--- config.mk ---
export PLATFORM = sky130hd
export DESIGN_NAME = atf_controller_flat
export DESIGN_NICKNAME = d
export VERILOG_FILES = /design/src/rtl/atf_pkg.sv /design/src/rtl/atf_if.sv /design/src/rtl/atf_controller.sv /design/src/flat_wrapper.sv
export SDC_FILE = /design/constraint.sdc
export NUM_CORES = 1
export LEC_CHECK = 0
export BUFFER_PORTS_ARGS = -buffer_cell sky130_fd_sc_hd__buf_2
export CORE_UTILIZATION = 40
export DETAILED_ROUTE_END_ITERATION = 16
export PLACE_DENSITY = 0.66
export SETUP_SLACK_MARGIN = 0.2
export SLEW_MARGIN = 25
export SYNTH_ARGS = -nofsm -noshare
export SYNTH_HDL_FRONTEND = slang
export SYNTH_SLANG_ARGS = --single-unit
--- constraint.sdc ---
create_clock -name i_clk -period 3.18 [get_ports i_clk]
set_input_delay 0.318 -clock i_clk [delete_from_list [all_inputs] [get_ports i_clk]]
set_output_delay 0.318 -clock i_clk [all_outputs]
set_load 0.01 [all_outputs]
--- src/rtl/atf_pkg.sv ---
// Package with constants, types and the identify table for the task-file controller.
package atf_pkg;

    localparam int CARD_SECTORS = 64;
    localparam int BLK = 512;
    localparam int PTR_W = 9;
    localparam int SEC_W = (CARD_SECTORS > 1) ? $clog2(CARD_SECTORS) : 1;
    localparam int STORE_AW = SEC_W + PTR_W;
    localparam int LBA_W = 28;
    localparam int IDENT_LEN = 124;

    localparam logic [7:0] ST_ERR = 8'h01;
    localparam logic [7:0] ST_DRQ = 8'h08;
    localparam logic [7:0] ST_RDY = 8'h40;
    localparam logic [7:0] ER_NOMEDIA = 8'h01;
    localparam logic [7:0] ER_ABORT = 8'h04;
    localparam logic [7:0] ER_IDNF = 8'h10;
    localparam logic [7:0] ER_UNC = 8'h40;

    localparam logic [7:0] CMD_READ = 8'h20;
    localparam logic [7:0] CMD_READ_NR = 8'h21;
    localparam logic [7:0] CMD_WRITE = 8'h30;
    localparam logic [7:0] CMD_WRITE_NR = 8'h31;
    localparam logic [7:0] CMD_ERASE = 8'hC0;
    localparam logic [7:0] CMD_IDENT = 8'hEC;
    localparam logic [7:0] CMD_SETF = 8'hEF;

    localparam logic [2:0] REG_DATA = 3'd0;
    localparam logic [2:0] REG_ERR = 3'd1;
    localparam logic [2:0] REG_COUNT = 3'd2;
    localparam logic [2:0] REG_LBA0 = 3'd3;
    localparam logic [2:0] REG_LBA1 = 3'd4;
    localparam logic [2:0] REG_LBA2 = 3'd5;
    localparam logic [2:0] REG_LBA3 = 3'd6;
    localparam logic [2:0] REG_CMD = 3'd7;

    typedef enum logic [1:0] {
        FILL_ZERO = 2'd0,
        FILL_IDENT = 2'd1,
        FILL_LOAD = 2'd2
    } t_fill;

    typedef enum logic [1:0] {
        SWEEP_NONE = 2'd0,
        SWEEP_BUF = 2'd1,
        SWEEP_ERASE = 2'd2,
        SWEEP_SAVE = 2'd3
    } t_sweep_kind;

    typedef struct packed {
        logic              start;
        t_sweep_kind       kind;
        t_fill             fill;
        logic [SEC_W-1:0]  sector;
        logic              buf_we;
        logic [PTR_W-1:0]  buf_addr;
        logic [7:0]        buf_wdata;
        logic              buf_re;
    } t_dp_cmd;

    typedef struct packed {
        logic       busy;
        logic [7:0] buf_rdata;
    } t_dp_status;

    function automatic logic [7:0] ident_byte(input logic [PTR_W-1:0] a);
        logic [7:0] v;
        case (a)
            9'd0: v = 8'h84;   9'd1: v = 8'h8A;   9'd3: v = 8'h08;
            9'd6: v = 8'h08;   9'd9: v = 8'h40;   9'd11: v = 8'h02;
            9'd12: v = 8'h20;  9'd14: v = 8'h08;
            9'd20: v = "A"; 9'd21: v = "C"; 9'd22: v = "W"; 9'd23: v = "D";
            9'd24: v = "6"; 9'd25: v = "5"; 9'd26: v = "0"; 9'd27: v = "2";
            9'd28: v = "E"; 9'd29: v = "M"; 9'd30: v = "U"; 9'd31: v = "C";
            9'd32: v = "F"; 9'd33: v = "1"; 9'd34: v = "0"; 9'd35: v = "1";
            9'd36: v = "0"; 9'd37: v = "1"; 9'd38: v = "0"; 9'd39: v = "1";
            9'd40: v = 8'h01;  9'd42: v = 8'h04;  9'd44: v = 8'h04;
            9'd46: v = "1"; 9'd47: v = "."; 9'd48: v = "0";
            9'd54: v = "A"; 9'd55: v = "C"; 9'd56: v = "W"; 9'd57: v = "D";
            9'd58: v = "6"; 9'd59: v = "5"; 9'd60: v = "0"; 9'd61: v = "2";
            9'd62: v = "E"; 9'd63: v = "M"; 9'd64: v = "U"; 9'd65: v = "C";
            9'd66: v = "F";
            9'd94: v = 8'h01;  9'd99: v = 8'h02;  9'd103: v = 8'h02;
            9'd106: v = 8'h01; 9'd109: v = 8'h08; 9'd110: v = 8'h08;
            9'd112: v = 8'h20; 9'd116: v = 8'h08; 9'd118: v = 8'h01;
            9'd119: v = 8'h01; 9'd122: v = 8'h08;
            default: v = 8'h00;
        endcase
        if (a >= 9'd49 && a <= 9'd53) v = " ";
        if (a >= 9'd67 && a <= 9'd93) v = " ";
        return v;
    endfunction

endpackage

--- src/rtl/atf_if.sv ---
// Valid/ready channel interfaces for bus accesses and their results.
interface atf_in_if;
    logic       valid;
    logic       ready;
    logic       mode;
    logic [2:0] reg_addr;
    logic [7:0] write_data;
    modport source (output valid, output mode, output reg_addr, output write_data, input ready);
    modport sink (input valid, input mode, input reg_addr, input write_data, output ready);
endinterface

interface atf_out_if;
    logic       valid;
    logic       ready;
    logic [7:0] read_data;
    modport source (output valid, output read_data, input ready);
    modport sink (input valid, input read_data, output ready);
endinterface

--- src/rtl/atf_controller.sv ---
// Task-file registers and the command state machine.
module atf_controller (
    input  logic                i_clk,
    input  logic                i_rst_n,
    input  logic                i_media,
    atf_in_if.sink              in_ch,
    atf_out_if.source           out_ch,
    output atf_pkg::t_dp_cmd    o_cmd,
    input  atf_pkg::t_dp_status i_status
);
    import atf_pkg::*;

    typedef enum logic [3:0] {
        S_IDLE = 4'b0001,
        S_WAIT = 4'b0010,
        S_RDATA = 4'b0100,
        S_OUT = 4'b1000
    } t_state;

    t_state           r_state, n_state;
    logic [PTR_W-1:0] r_ptr, n_ptr;
    logic [8:0]       r_done, n_done;
    logic [7:0]       r_err, n_err, r_cnt, n_cnt;
    logic [7:0]       r_l0, n_l0, r_l1, n_l1, r_l2, n_l2;
    logic [3:0]       r_l3, n_l3;
    logic             r_erb, n_erb, r_drq, n_drq;
    logic             r_ident, n_ident, r_xfer, n_xfer;
    logic [7:0]       r_out, n_out;
    logic             r_fromb, n_fromb;

    logic [LBA_W-1:0] w_lba;
    logic [LBA_W:0]   w_cur;
    logic             w_inr, w_acc, w_curok;
    logic [7:0]       w_status;

    assign w_lba = {r_l3, r_l2, r_l1, r_l0};
    assign w_cur = {1'b0, w_lba} + (LBA_W+1)'(r_done);
    assign w_inr = w_lba < LBA_W'(CARD_SECTORS);
    assign w_curok = w_cur < (LBA_W+1)'(CARD_SECTORS);
    assign w_acc = in_ch.valid && in_ch.ready;
    assign w_status = ST_RDY | (r_drq ? ST_DRQ : 8'h00) | (r_erb ? ST_ERR : 8'h00);
    assign in_ch.ready = (r_state == S_IDLE) && !i_status.busy;
    assign out_ch.valid = (r_state == S_OUT);
    assign out_ch.read_data = r_out;

    always_comb begin
        n_state = r_state;
        n_ptr = r_ptr; n_done = r_done; n_err = r_err; n_cnt = r_cnt;
        n_l0 = r_l0; n_l1 = r_l1; n_l2 = r_l2; n_l3 = r_l3;
        n_erb = r_erb; n_drq = r_drq; n_ident = r_ident; n_xfer = r_xfer;
        n_out = r_out; n_fromb = 1'b0;
        o_cmd = '0;
        o_cmd.buf_addr = r_ptr;
        o_cmd.buf_wdata = in_ch.write_data;
        case (r_state)
            S_IDLE: begin
                if (w_acc) begin
                    n_out = 8'h00;
                    n_state = S_OUT;
                    if (in_ch.mode) begin
                        case (in_ch.reg_addr)
                            REG_DATA: begin
                                if (r_xfer) begin
                                    o_cmd.buf_we = 1'b1;
                                    if (r_ptr != PTR_W'(BLK - 1)) begin
                                        n_ptr = r_ptr + 1'b1;
                                    end else begin
                                        n_ptr = '0;
                                        if (!i_media || !w_curok) begin
                                            n_erb = 1'b1; n_err = r_err | ER_UNC;
                                        end else begin
                                            o_cmd.start = 1'b1;
                                            o_cmd.kind = SWEEP_SAVE;
                                            o_cmd.sector = w_cur[SEC_W-1:0];
                                        end
                                        n_done = r_done + 1'b1;
                                        if (r_done + 9'd1 >= {1'b0, r_cnt}) begin
                                            n_xfer = 1'b0; n_drq = 1'b0;
                                        end
                                        n_state = S_WAIT;
                                    end
                                end
                            end
                            REG_ERR: ;
                            REG_COUNT: n_cnt = in_ch.write_data;
                            REG_LBA0: n_l0 = in_ch.write_data;
                            REG_LBA1: n_l1 = in_ch.write_data;
                            REG_LBA2: n_l2 = in_ch.write_data;
                            REG_LBA3: n_l3 = in_ch.write_data[3:0];
                            default: begin
                                n_erb = 1'b0; n_drq = 1'b0; n_err = 8'h00;
                                n_ptr = '0; n_done = '0;
                                o_cmd.sector = w_lba[SEC_W-1:0];
                                n_state = S_WAIT;
                                if (!i_media) begin
                                    n_erb = 1'b1; n_err = ER_NOMEDIA;
                                end else if (r_xfer || r_ident) begin
                                    n_erb = 1'b1; n_err = ER_ABORT;
                                end else begin
                                    case (in_ch.write_data)
                                        CMD_ERASE: begin
                                            if (!w_inr) begin
                                                n_erb = 1'b1; n_err = ER_ABORT | ER_IDNF;
                                            end else begin
                                                o_cmd.start = 1'b1;
                                                o_cmd.kind = SWEEP_ERASE;
                                            end
                                        end
                                        CMD_IDENT: begin
                                            o_cmd.start = 1'b1;
                                            o_cmd.kind = SWEEP_BUF;
                                            o_cmd.fill = FILL_IDENT;
                                            n_drq = 1'b1; n_ident = 1'b1;
                                        end
                                        CMD_READ, CMD_READ_NR: begin
                                            if (!w_inr) begin
                                                n_erb = 1'b1; n_err = ER_ABORT | ER_IDNF;
                                            end else begin
                                                o_cmd.start = 1'b1;
                                                o_cmd.kind = SWEEP_BUF;
                                                o_cmd.fill = FILL_LOAD;
                                                n_drq = 1'b1; n_xfer = 1'b1;
                                            end
                                        end
                                        CMD_WRITE, CMD_WRITE_NR: begin
                                            if (!w_inr) begin
                                                n_erb = 1'b1; n_err = ER_ABORT | ER_IDNF;
                                            end else begin
                                                n_drq = 1'b1; n_xfer = 1'b1;
                                            end
                                        end
                                        CMD_SETF: ;
                                        default: begin
                                            n_erb = 1'b1; n_err = ER_ABORT;
                                        end
                                    endcase
                                end
                            end
                        endcase
                    end else begin
                        case (in_ch.reg_addr)
                            REG_DATA: begin
                                if (r_ident || r_xfer) begin
                                    o_cmd.buf_re = 1'b1;
                                    n_state = S_RDATA;
                                    if (r_ptr != PTR_W'(BLK - 1)) begin
                                        n_ptr = r_ptr + 1'b1;
                                    end else if (r_ident) begin
                                        n_ptr = '0; n_ident = 1'b0; n_drq = 1'b0;
                                    end else begin
                                        n_ptr = '0;
                                        n_done = r_done + 1'b1;
                                        if (r_done + 9'd1 < {1'b0, r_cnt}) begin
                                            if (!i_media) begin
                                                n_erb = 1'b1; n_err = r_err | ER_UNC;
                                                n_xfer = 1'b0; n_drq = 1'b0;
                                            end else begin
                                                n_fromb = 1'b1;
                                            end
                                        end else begin
                                            n_xfer = 1'b0; n_drq = 1'b0;
                                        end
                                    end
                                end
                            end
                            REG_ERR: n_out = r_err;
                            REG_COUNT: n_out = r_cnt;
                            REG_LBA0: n_out = r_l0;
                            REG_LBA1: n_out = r_l1;
                            REG_LBA2: n_out = r_l2;
                            REG_LBA3: n_out = {4'hE, r_l3};
                            default: n_out = i_media ? w_status : 8'h00;
                        endcase
                    end
                end
            end
            S_RDATA: begin
                n_out = i_status.buf_rdata;
                n_state = S_OUT;
                if (r_fromb) begin
                    // Next sector of a multi-sector read: load, or blank past the end.
                    o_cmd.start = 1'b1;
                    o_cmd.kind = SWEEP_BUF;
                    o_cmd.fill = w_curok ? FILL_LOAD : FILL_ZERO;
                    o_cmd.sector = w_cur[SEC_W-1:0];
                end
            end
            S_WAIT: n_state = S_OUT;
            S_OUT: if (out_ch.ready) n_state = S_IDLE;
            default: n_state = S_IDLE;
        endcase
    end

    always_ff @(posedge i_clk) begin
        if (!i_rst_n) begin
            r_state <= S_IDLE;
            r_ptr <= '0; r_done <= '0; r_err <= '0; r_cnt <= '0;
            r_l0 <= '0; r_l1 <= '0; r_l2 <= '0; r_l3 <= '0;
            r_erb <= 1'b0; r_drq <= 1'b0; r_ident <= 1'b0; r_xfer <= 1'b0;
            r_fromb <= 1'b0;
        end else begin
            r_state <= n_state;
            r_ptr <= n_ptr; r_done <= n_done; r_err <= n_err; r_cnt <= n_cnt;
            r_l0 <= n_l0; r_l1 <= n_l1; r_l2 <= n_l2; r_l3 <= n_l3;
            r_erb <= n_erb; r_drq <= n_drq; r_ident <= n_ident; r_xfer <= n_xfer;
            r_fromb <= n_fromb;
        end
        r_out <= n_out;
    end

endmodule

--- src/flat_wrapper.sv ---
// flat-port wrapper written by rule: the top's interface ports become plain ports
module atf_controller_flat import atf_pkg::*;
  (i_clk, i_rst_n, i_media, o_cmd, i_status, in_ch_valid, in_ch_mode, in_ch_reg_addr, in_ch_write_data, in_ch_ready, out_ch_valid, out_ch_read_data, out_ch_ready);
  atf_in_if in_ch_i ();
  atf_out_if out_ch_i ();
  input  logic i_clk;
  input  logic i_rst_n;
  input  logic i_media;
  output atf_pkg::t_dp_cmd o_cmd;
  input  atf_pkg::t_dp_status i_status;
  input wire logic [$bits(in_ch_i.valid)-1:0] in_ch_valid;
  input wire logic [$bits(in_ch_i.mode)-1:0] in_ch_mode;
  input wire logic [$bits(in_ch_i.reg_addr)-1:0] in_ch_reg_addr;
  input wire logic [$bits(in_ch_i.write_data)-1:0] in_ch_write_data;
  output wire logic [$bits(in_ch_i.ready)-1:0] in_ch_ready;
  output wire logic [$bits(out_ch_i.valid)-1:0] out_ch_valid;
  output wire logic [$bits(out_ch_i.read_data)-1:0] out_ch_read_data;
  input wire logic [$bits(out_ch_i.ready)-1:0] out_ch_ready;
  assign in_ch_i.valid = in_ch_valid;
  assign in_ch_i.mode = in_ch_mode;
  assign in_ch_i.reg_addr = in_ch_reg_addr;
  assign in_ch_i.write_data = in_ch_write_data;
  assign in_ch_ready = in_ch_i.ready;
  assign out_ch_valid = out_ch_i.valid;
  assign out_ch_read_data = out_ch_i.read_data;
  assign out_ch_i.ready = out_ch_ready;
  atf_controller u_core (.i_clk(i_clk), .i_rst_n(i_rst_n), .i_media(i_media), .in_ch(in_ch_i), .out_ch(out_ch_i), .o_cmd(o_cmd), .i_status(i_status));
endmodule
==> run summary, run 1 <==
Final #Nets -> 774
Failing checks -> setup timing
Via count -> 5217
Gate power share -> 0.097
Max-cap viol count -> 0
Via-to-Cell Ratio -> 5.771
Post-Route WL -> 16510 um
Maximum vdd ir drop -> 0.2245 mV
Synth Register Bits -> 75
Post-synthesis cell type count -> 70
Hold Slack -> 258.5 ps
CP max-delay cell -> or3_4
Die Y -> 115.4 um
Hold Violations, Final -> 0
Die footprint -> 0.01332 mm^2
# diodes -> 0
Layout cells sized above 1 -> 0.2377
Synth warn -> 0
Placer Congestion -> 0.9124
DRC -> 0
Synth Instances -> 649
Post-DP HPWL -> 12260 um
Leading area contributor after synthesis -> dfxtp_1
Non-Filler Instances -> 904
Io pins -> 66
Clk_skew -> 8.551 ps
Critical path endpoint category -> primary output
Yosys top cell area share -> 0.2606
Setup repair after global routing missed its margin -> true
Leakage -> 2.627 nW
Most common flop cell mapped by yosys -> dfxtp_1
Worst path cell trace -> ha_4 -> inv_2 -> fa_2 -> nand2b_4 -> a211oi_4 -> o21ai_2 -> or3_4 -> a2111oi_4 -> nand3_1 -> o31ai_1 -> buf_2
Pre-antenna DRT Iters -> 7
TritonCTS Sinks -> 75
Area of the multi-input gates -> 0.003405 mm^2
H-Tree Depth -> 3
Port bufs -> 65
Crit start category -> register
CTS Buf Count -> 9
Seq/Total Area, Yosys -> 0.3073
Routed len/inst -> 18.26 um
Starting DRT DRC Count -> 441
Switching power -> 547.9 uW
Sw Share -> 0.2564
Hold_buf cts -> 0
Placed insts -> 879
Core ar. -> 0.01257 mm^2
Worst endpoint required time -> 2860 ps
Mapped Avg Cell Area -> 7.929 um^2
Slew HR -> 0.5112
ANT nets after route -> 0
WP data arrival -> 3220 ps
Syn Nets -> 696
First-pass GRT wire length -> 25850 um
CTS clk-pin slew, worst paths -> 60 ps
Tcrit/Tclk final -> 1.111
Worst Path Max Fanout -> 3
Slew Limit Fails -> 0
Root Driver -> clkbuf_16
Clk network pwr share -> 0.447
Clk_lat worst skew -> 330 ps
Number of global-route vias before repair -> 4865
Top cells by area, synth -> dfxtp_1 (26%), mux2i_1 (7.6%), nor2_1 (6.4%)
Bufs on Longest Clock Path -> 2
Die extent in x -> 115.4 um
Least-Margin Pin Slew -> 726.5 ps
CTS tree -> yes
Kind of critical path -> reg -> out
Register area -> 0.001593 mm^2
Mapped cell area -> 0.005146 mm^2
Starting Density -> 0.4095
Largest net degree at the start of global routing -> 40
Period minus WS final -> 3534 ps
Post-synth EDFFs -> 8
Fillers -> 1216
Hold Path Class -> in -> reg
Sequential share of power -> 0.456
GR Util All Layers -> 0.2547
Layout area overhead -> 21.03%
Final worst slack -> -353.5 ps
Cell Pwr Density -> 343.2 mW/mm^2
CP peak stage delay -> 400 ps
Asr flop ratio synth -> 0
Final setup fails -> 10
Total congestion overflow -> 0
Status -> finished, violations left
Fmax -> 0.2830 GHz
Rows -> 41
Initial antenna violation count -> 0
Utilization after layout -> 0.4956
Internal -> 1.589 mW
-- power groups by stage --
stage               Clock (mW)  Sequential (mW)  Combinational [mW]
floorplan                    0            0.996               0.126
global placement             0            0.996               0.198
detailed placement           0            0.996               0.200
CTS                      0.958            0.976               0.204
global route              1.00            0.976               0.222
finish                   0.955            0.976               0.207
-- per-stage QoR --
stage | cell area, um^2 | setup slack [ps] | setup TNS, ps | power, mW
6_report | 6228 | -353.5 | -2901 | 2.137
5_1_grt | 6228 | -482.9 | -4159 | 2.199
4_1_cts | 6187 | -316.6 | -2725 | 2.137
3_5_place_dp | 5832 | -35.77 | -62.41 | 1.196
3_3_place_gp | 5831 | 26.38 | 0 | 1.194
2_1_floorplan | 5216 | 204.6 | 0 | 1.123
-- state kept, by name, indices dropped and copies added, names as in the netlist, 4 cells and up --
register,flops
u_core.r_ptr,9
u_core.r_cnt,8
u_core.r_l2,8
u_core.r_l1,8
u_core.r_l0,8
u_core.r_l3,4
u_core.r_done,9
u_core.out_ch.read_data,8
u_core.r_state,4
u_core.r_err,4
-- cells in the mapped netlist (3+ instances only) --
cell type and n:
nor2_1 88, dfxtp_1 67, nand2_1 54, a21oi_1 46, mux2i_1 39, clkbuf_1 28, nand3_1 28, o21ai_0 26
ha_1 20, inv_1 19, nor3_1 19, nand4_1 14, xor2_1 14, and3_1 11, xnor2_1 11, buf_4 9
nor2b_1 9, a22oi_1 8, edfxtp_1 8, nor4_1 8, nand2b_1 7, o31ai_1 7, a211oi_1 6, a21o_1 6
a221oi_1 6, nand3b_1 6, o21ai_1 6, a31oi_1 5, mux2_2 5, o211ai_1 5, and2_1 4, o21a_1 4
a211o_1 3, a32oi_1 3, and4_1 3, buf_2 3, o22ai_1 3
-- layout by cell type (no fill, tap or decap), types with 7 or more instances in the layout --
cell       instances
xor2_1            14
nor4_1             7
nand2_1           54
xnor2_1           11
edfxtp_1           8
nand4_1           14
nor2_1            88
nor3_1            19
inv_1             18
o21ai_0           24
mux2i_1           39
o31ai_1            7
ha_1              14
and3_1            11
dfxtp_1           60
buf_4             44
nor2b_1            9
nand3_1           28
buf_2             65
a22oi_1            8
a21oi_1           45
clkbuf_16          9
-- cell families after synthesis --
| logic type | after synthesis | synth area share |
|---|---|---|
| xor gates and xnor gates | 25 | 0.04255 |
| muxes | 44 | 0.08680 |
| DFF | 75 | 0.3073 |
| and+or+nand+nor | 265 | 0.2519 |
| buffers and inverters | 63 | 0.05325 |
| AOI/OAI and AO/OA | 156 | 0.2057 |
| adders and majority gates | 21 | 0.05252 |
-- cell type report --
| type | instances | area share |
|---|---|---|
| multi-input cells | 511 | 0.5466 |
| repair buffers | 109 | 0.1053 |
| clock buffers | 11 | 0.03897 |
| clock inverters | 5 | 0.006027 |
| flip-flops and latches | 75 | 0.2557 |
| well taps | 172 | 0.03455 |
| inverters | 21 | 0.01286 |
-- what timing repair did --
action / in CTS / in global routing
setup endpoints to repair: 11 / 13
pin swaps: 7 / 3
resized for setup: 10 / 9
buffers inserted: 7 / 2
-- routing by layer --
layer	share of wire	track usage
met3	0.061	0.04707
met5	0	0
met2	0.48	0.4251
met4	0.029	0.09870
met1	0.43	0.3258
-- worst paths after layout --
check | startpoint | end | slack, ps | depth (start not counted)
min reg2reg | u_core.r_erb$_SDFFE_PN0P_ | u_core.r_erb$_SDFFE_PN0P_ | 450 | 2
max | u_core.r_l0[0]$_SDFFE_PN0P_ | o_cmd[26] | -350 | 11
max reg2reg | u_core.r_l0[0]$_SDFFE_PN0P_ | u_core.r_err[6]$_SDFFE_PN0P_ | 140 | 11
min | i_status[4] | u_core.out_ch.read_data[4]$_DFFE_PP_ | 260 | 2
-- critical path, delay by kind of cell (launching register included) --
kind                       cells  cell delay [ps]
AOI/OAI and AO/OA              4             1030
and+or+nand+nor                3              810
adders and majority gates      2              470
DFF                            1              360
buffers and inverters          2              220
Power figures use the tool's default switching activity.
==> run 2, diff against run 1 <==
--- a/config.mk
+++ b/config.mk
@@ -8,7 +8,7 @@
 export BUFFER_PORTS_ARGS = -buffer_cell sky130_fd_sc_hd__buf_2
 export CORE_UTILIZATION = 40
 export DETAILED_ROUTE_END_ITERATION = 16
-export PLACE_DENSITY = 0.66
+export PLACE_DENSITY = 0.69
 export SETUP_SLACK_MARGIN = 0.2
 export SLEW_MARGIN = 25
 export SYNTH_ARGS = -nofsm -noshare
==> run summary, run 2 (synthesis results as in run 1) <==
Status -> finished, violations left (unchanged)
Failing checks -> setup timing (unchanged)
Bufs on Longest Clock Path -> 2 (unchanged)
Non-Filler Instances -> 903 (was 904)
Fmax -> 0.2848 GHz (was 0.2830 GHz)
Rows -> 41 (unchanged)
Area of the multi-input gates -> 0.003423 mm^2 (was 0.003405 mm^2)
Least-Margin Pin Slew -> 673.0 ps (was 726.5 ps)
Clk_lat worst skew -> 340 ps (was 330 ps)
Layout area overhead -> 22.05% (was 21.03%)
Setup repair after global routing missed its margin -> true (unchanged)
Cell Pwr Density -> 363.1 mW/mm^2 (was 343.2 mW/mm^2)
Post-Route WL -> 16710 um (was 16510 um)
Final worst slack -> -331.2 ps (was -353.5 ps)
Via count -> 5334 (was 5217)
Commonest non-fill, non-tap cells in the layout -> nor2_1 (87), buf_2 (65), dfxtp_1 (61), nand2_1 (54), a21oi_1 (44) (was nor2_1 (88), buf_2 (65), dfxtp_1 (60), nand2_1 (54), a21oi_1 (45))
Register area -> 0.001592 mm^2 (was 0.001593 mm^2)
Leakage -> 2.648 nW (was 2.627 nW)
Placed insts -> 880 (was 879)
DRC -> 0 (unchanged)
DP Worst Slack -> -63.83 ps (was -35.77 ps)
Port bufs -> 65 (unchanged)
Pre-antenna DRT Iters -> 5 (was 7)
Worst endpoint required time -> 2860 ps (about the same)
Tcrit/Tclk final -> 1.104 (was 1.111)
# diodes -> 0 (unchanged)
Largest net degree at the start of global routing -> 52 (was 40)
Design Area, Final -> 0.006281 mm^2 (was 0.006228 mm^2)
Hold Path Class -> in -> reg (unchanged)
Starting Density -> 0.4095 (unchanged)
Die footprint -> 0.01332 mm^2 (unchanged)
WP data arrival -> 3190 ps (was 3220 ps)
Final setup fails -> 10 (unchanged)
Regs by FF count -> u_core.r_done x9, u_core.r_ptr x9 (unchanged)
GR Util All Layers -> 0.2580 (was 0.2547)
Starting DRT DRC Count -> 493 (was 441)
Clk_skew -> 9.141 ps (was 8.551 ps)
Worst Path Max Fanout -> 5 (was 3)
Root Driver -> clkbuf_16 (unchanged)
Via-to-Cell Ratio -> 5.907 (was 5.771)
Slew Limit Fails -> 0 (unchanged)
Post-DP HPWL -> 12330 um (was 12260 um)
Critical path endpoint category -> primary output (unchanged)
First-pass GRT wire length -> 26150 um (was 25850 um)
ANT nets after route -> 0 (unchanged)
Max-cap viol count -> 0 (unchanged)
Routed len/inst -> 18.51 um (was 18.26 um)
Die Y -> 115.4 um (unchanged)
Slew HR -> 0.5472 (was 0.5112)
CTS clk-pin slew, worst paths -> 60 ps (about the same)
Hold Violations, Final -> 0 (unchanged)
Final #Nets -> 773 (was 774)
Maximum vdd ir drop -> 0.2460 mV (was 0.2245 mV)
Most common cell after layout, fill and taps aside -> nor2_1 (unchanged)
Crit start category -> register (unchanged)
Io pins -> 66 (unchanged)
H-Tree Depth -> 3 (unchanged)
Initial antenna violation count -> 1 (was 0)
Hold_buf cts -> 0 (unchanged)
Period minus WS final -> 3511 ps (was 3534 ps)
Core ar. -> 0.01257 mm^2 (unchanged)
Placement Cell Area -> 0.005838 mm^2 (was 0.005832 mm^2)
CTS tree -> yes (unchanged)
TritonCTS Sinks -> 75 (unchanged)
Kind of critical path -> reg -> out (unchanged)
Layout cells sized above 1 -> 0.2339 (was 0.2377)
Die extent in x -> 115.4 um (unchanged)
Placer Congestion -> 0.8831 (was 0.9124)
Number of global-route vias before repair -> 4923 (was 4865)
Fillers -> 1203 (was 1216)
Total congestion overflow -> 0 (unchanged)
CTS Buf Count -> 9 (unchanged)
==> run 2: per-stage QoR <==
stage / utilization / power, mW / hold slack [ps] / TNS [ps]
finish: 0.4998 / 2.280 / 253.1 / -2893
global route: 0.4998 / 2.344 / 250.0 / -3560
CTS: 0.4971 / 2.281 / 245.8 / -2790
detailed placement: 0.4645 / 1.196 / 448.6 / -227.4
global placement: 0.4645 / 1.193 / 434.8 / 0
floorplan: - / 1.123 / 423.2 / 0
==> run 2: worst max-delay path, cell delays in order, from the launching register on <==
cell and delay [ps]:
dfxtp_1 370, ha_1 420, o211ai_1 140, buf_4 160
a211oi_4 200, o21ai_2 80, or3_4 400, a2111oi_4 350
nand3_1 250, o31ai_1 290, buf_2 190
==> run 2: per-layer routing <==
metal	GRT usage	vias to the layer above	routed length, um
li1	-	2512	-
met1	0.3286	2559	7014
met2	0.4315	208	7917
met3	0.04289	53	1108
met4	0.1100	2	664
met5	0	-	8
==> run 2: final cells by class <==
class,instances,area share
repair buffers,108,0.1032
inverters,21,0.01255
clock inverters,3,0.006773
flip-flops and latches,75,0.2534
well taps,172,0.03426
clock buffers,13,0.04482
multi-input cells,511,0.5450
==> run 2: worst paths after layout <==
| kind | cells after the start | slack, ps | end | from |
|---|---|---|---|---|
| setup / recovery | 10 | -330 | o_cmd[26] | u_core.r_done[4]$_SDFFE_PN0P_ |
| setup reg to reg | 10 | 160 | u_core.r_err[6]$_SDFFE_PN0P_ | u_core.r_done[4]$_SDFFE_PN0P_ |
| hold reg to reg | 2 | 480 | u_core.r_erb$_SDFFE_PN0P_ | u_core.r_erb$_SDFFE_PN0P_ |
| hold / removal | 3 | 250 | u_core.out_ch.read_data[3]$_DFFE_PP_ | i_status[3] |
==> run 2: timing repair <==
item / CTS / global route
resized for setup: 12 / 7
setup endpoints to repair: 12 / 13
buffers inserted: 6 / 1
pin swaps: 6 / 6
==> run 2: where the power goes <==
group          internal [mW]  switching (mW)  total [mW]  leakage [nW]
logic                 0.0702           0.139       0.209          1.87
clock network          0.697           0.399        1.10         0.157
registers              0.967         0.00864       0.975         0.620
